File: config.mk
export PLATFORM = sky130hd
export DESIGN_NAME = hist_eq_ram
export DESIGN_NICKNAME = d
export VERILOG_FILES = /design/src/design/hist_eq_ram.sv
export SDC_FILE = /design/constraint.sdc
export NUM_CORES = 2
export LEC_CHECK = 0
export BUFFER_PORTS_ARGS = -buffer_cell sky130_fd_sc_hd__buf_2
export CORE_ASPECT_RATIO = 0.7
export CORE_MARGIN = 1
export CORE_UTILIZATION = 25
export CTS_CLUSTER_DIAMETER = 40
export DETAILED_ROUTE_END_ITERATION = 10
export GPL_TIMING_DRIVEN = 1
export SLEW_MARGIN = 30
export SYNTH_ARGS = -nofsm -noshare
export SYNTH_HDL_FRONTEND = slang
export SYNTH_SLANG_ARGS = --single-unit
File: constraint.sdc
create_clock -name clk -period 3.51 [get_ports clk]
set_input_delay 0.702 -clock clk [delete_from_list [all_inputs] [get_ports clk]]
set_output_delay 0.702 -clock clk [all_outputs]
set_load 0.1 [all_outputs]
File: src/design/hist_eq_ram.sv
// ----------------------------------------------------------------------------
// hist_eq_ram
// Simple dual-port synchronous RAM, one write and one read port, read data
// registered (old data on a same-address write).
// ----------------------------------------------------------------------------
`default_nettype none

module hist_eq_ram #(
	parameter int WIDTH = 16,
	parameter int DEPTH = 256
) (
	input  wire logic                     clk,
	input  wire logic                     we,
	input  wire logic [$clog2(DEPTH)-1:0] waddr,
	input  wire logic [WIDTH-1:0]         wdata,
	input  wire logic [$clog2(DEPTH)-1:0] raddr,
	output logic      [WIDTH-1:0]         rdata
);

	logic [WIDTH-1:0] mem [DEPTH];

	always_ff @(posedge clk) begin
		if (we) begin
			mem[waddr] <= wdata;
		end
		rdata <= mem[raddr];
	end

endmodule

`default_nettype wire

==> impl_summary.md <==
Route
Detailed routing placed a total of slightly above 60,000 µm of wire on met3. The met2 wire length is about 190,000 µm. The detailed router put a total of about 200,000 µm of wire on met1.

The routed design has approximately 460,000 µm of wire. The highest routed metal layer is met5. After detailed routing, the average wire length per cell comes to ~27 µm. The mean number of vias per cell is ~4.8. The first TritonRoute pass finished after 9 iterations. The antenna violation net count after detailed routing is 0.

The number of violations reported at the end of detailed-routing iteration 0 is around 12,000. For this block, the via count after detailed routing is around 80,000. The residual DRC count is 0.

Synth
The number of enable flip-flop cells after synthesis is 4,096. The prevailing post-synth register cell is edfxtp_1. The number of warnings printed during yosys synthesis is 0. Counting every net in the synthesized netlist gives between 7,000 and 8,000. The count of mapped cells out of synthesis is approximately 7,400.

In this run, distinct cell masters in the synthesized netlist total between 50 and 60. Summing every instance area after synthesis gives approximately 0.16 mm². Counting flops and latches in the post-synthesis netlist gives a little over 4,000. The proportion of register bits with asynchronous set or reset after synthesis is 0%. The part of the Yosys area used for sequential elements is approximately 78%. The synthesized area divided by synthesized cell count is between 20 and 25 µm².

Floorplan
The die outline area is 0.638 mm². In this run the count of I/O pins placed on the die edge is 50. From left edge to right edge, the die measures 954 µm.

The effective utilization at floorplan is roughly 25%. The site row count is approximately 240. The die is 669 µm tall. The total area inside the core boundary comes to approximately 0.63 mm².

Worst setup path
In this design, the stage delay of the slowest critical-path cell is 0.69 ns. The signal on the critical path passes through buf_12 > buf_4 > buf_12 > buf_12 > buf_4 > mux4_2 > a211oi_1 > o21ai_0 > buf_4 > nand3_1 > nor4_1. The origin of the critical flop-to-flop path is mem[11][9].

STA puts the critical path data arrival time at 4.24 ns. The worst setup path is of the primary input to flip-flop kind. Along the worst path, the maximum fanout reaches 21. The start point of the critical path is raddr[0]. The slowest library cell on the worst path is o21ai_0. STA classifies the critical path startpoint as a primary input. The worst setup path is captured at a flip-flop.

The data required time of the worst path is 4.32 ns.

STA
Headroom to the max-slew limit came out at approximately a fifth. The clock period minus worst slack is approximately 3.4 ns. Setup repair after global routing left no endpoint under its margin.

Hold timing on the final database bottoms out at a slack of between 0.15 and 0.2 ns. The final-report max-slew violation count is 0. The fmax is between 200 and 300 MHz. The transition time at the pin with the least slew margin is between 1 and 1.5 ns. The final clock skew is approximately 0.06 ns. After layout, the worst path uses a little over nine tenths of the clock period. The total count of hold-check failures in the final report was 0. The setup-violating endpoint count in the final report is 0.

Global route
The initial antenna violation count is 33. The number of global-route vias before repair is a little under 80,000. Across every metal layer, demand over resource in global routing totals 13.9%. After global routing the overflow that remains totals 0. The first global-routing pass estimated 639,000 µm of wire. Entering global routing, the biggest net connects just under 100 pins.

Clock tree
The number of clock buffers added by TritonCTS is between 300 and 400. The number of hold buffers added after CTS was 0. In this run the deepest clock path goes through 4 buffers. The post-CTS resize count is 0.

In this run the number of H-tree levels came out at 5. TritonCTS built the clock tree. The number of sinks on the clock net is ~4,100. The cell at the root of the clock tree is clkbuf_16.

The number of setup buffers added after CTS is 0. The clock-pin slew on the worst setup and hold paths is 0.07 ns. The clock latency at the later pin of the worst-skew pair is ~0.95 ns.

Job
The total of max-cap violations is 0.

Cells and area
Leaving out filler cells and counting taps, the final layout contains 17,000. The area added between synthesis and finish is 18.7%. The finished cells cover 0.188 mm². In the final design database the tool counted ~8,300 nets.

The number of fill cells is between 60,000 and 70,000. The fraction of layout cells with a size suffix above 1 is around 30%.

Power and ir drop
The leakage dissipation is between 50 and 60 nW. The power density normalized to cell area is ~540 mW/mm². The maximum ir drop on the vdd rail is ~0.4 mV.

The post-layout total power is about 0.1 W.

Place
The number of placed instances, taps included, is about 16,000. The instance area at placement is about 0.18 mm². The congestion estimate from routability-driven global placement came to 0.889. The number of buffers inserted by port buffering is between 40 and 50. The wire-length estimate of the detail-placed layout is a little under 300,000 µm.

Run status
The run finished with clean final reports.

Min path
The type of the worst min-delay path is primary input to flip-flop. The startpoint identified for the worst hold timing path is wdata[7].
-- metal layers --
| layer | up-vias | GRT usage (%) |
|---|---|---|
| met5 | - | 0.376 |
| met3 | 559 | 4.85 |
| met4 | 8 | 2.87 |
| met2 | 4506 | 18.9 |
| li1 | 33200 | - |
| met1 | 43900 | 21.1 |
-- per-stage QoR --
stage               setup WS, ns  util (%)  TNS, ns
floorplan                  0.643         -        0
global placement           -1.07      27.9    -6.11
detailed placement        -0.679      27.9    -5.21
CTS                        0.294      29.8        0
global route              0.0300      29.8        0
finish                    0.0748      29.8        0
-- cell usage in the layout (no fill, tap or decap), types with 18 or more instances in the layout --
master and instances:
a211oi_1 18, a21oi_1 175, a221oi_1 28, a22o_1 32, a22oi_1 43, buf_12 145
buf_2 29, buf_4 816, bufinv_16 30, clkbuf_1 63, clkbuf_16 384, clkinv_1 64
clkinv_2 54, clkinvlp_4 20, diode_2 30, edfxtp_1 4096, mux2_2 88, mux2i_1 565
mux4_2 797, nand2_1 37, nand3_1 26, nand4_1 26, nor2_1 217, nor2_2 86
nor3_1 82, o21ai_0 35, o221ai_1 252, o22ai_1 148, o32ai_1 20
-- synthesized netlist by cell type (4+ instances only) --
cell | instances | area (µm²)
and3_1 | 11 | 68.8
nor3_1 | 92 | 460
mux4_2 | 797 | 17900
nand2_1 | 38 | 143
buf_12 | 5 | 100
a211oi_1 | 18 | 135
o31ai_1 | 16 | 120
buf_1 | 27 | 101
a221oi_1 | 28 | 245
nor2b_1 | 9 | 56.3
dfxtp_1 | 16 | 320
buf_4 | 26 | 195
a22o_1 | 32 | 280
nand3_1 | 35 | 175
buf_6 | 77 | 867
nand4_1 | 26 | 163
a22oi_1 | 43 | 323
edfxtp_1 | 4096 | 123000
nor4_1 | 17 | 106
o32ai_1 | 20 | 175
o21ai_0 | 37 | 185
a21oi_1 | 175 | 876
or2_2 | 4 | 25.0
nor2_1 | 304 | 1140
mux2i_1 | 565 | 5660
buf_8 | 11 | 165
a2111oi_0 | 6 | 52.6
mux2_2 | 88 | 991
o22ai_1 | 148 | 926
clkbuf_1 | 230 | 863
a31oi_1 | 6 | 37.5
o221ai_1 | 252 | 2210
buf_2 | 76 | 380
-- critical path, delay by kind of cell --
kind	cells	cell delay [ns]
AOI/OAI and AO/OA	2	0.75
buffers and inverters	6	1.36
muxes	1	0.28
and+or+nand+nor	2	1.02
-- final cells by class --
class / count / area (µm²) / share of cell area, %
repair buffers: 1009 / 9450 / 5.02
clock buffers: 450 / 9890 / 5.25
inverters: 4 / 27.5 / 0.0146
diodes: 30 / 75.1 / 0.0399
well taps: 8364 / 10500 / 5.56
multi-input cells: 2792 / 33100 / 17.6
flip-flops and latches: 4112 / 123000 / 65.5
clock inverters: 214 / 2070 / 1.10
-- flip-flops by register name, summed over array words and instances, names as in the netlist --
signal / cells
mem: 4096
rdata: 16
-- logic make-up (layout without fill, tap and decap cells) --
kind of cell | count (synthesis) | after routing | share of synthesized area (%)
simple gates | 556 | 556 | 1.57
mux | 1450 | 1450 | 15.5
buf+inv | 456 | 1677 | 1.69
other cells | 0 | 30 | 0
compound gates | 786 | 786 | 3.54
flops | 4112 | 4112 | 77.7
-- power by group --
part           leakage (nW)  internal (W)  switching, W  total (W)
clock network          5.81        0.0224        0.0186     0.0410
logic                  16.3       0.00214       0.00393    0.00607
registers              36.9        0.0541      0.000110     0.0542
total                  59.1        0.0787        0.0226      0.101
-- final timing paths --
| check | slack, ns | cells after the start | endpoint |
|---|---|---|---|
| worst max-delay path | 0.07 | 11 | rdata[15] |
| worst min-delay path | 0.17 | 1 | mem[108][7] |
| worst max register to register | 0.46 | 8 | rdata[9] |
| worst min register to register | 1.03 | 6 | rdata[10] |
(Power assumes the default switching activity.)
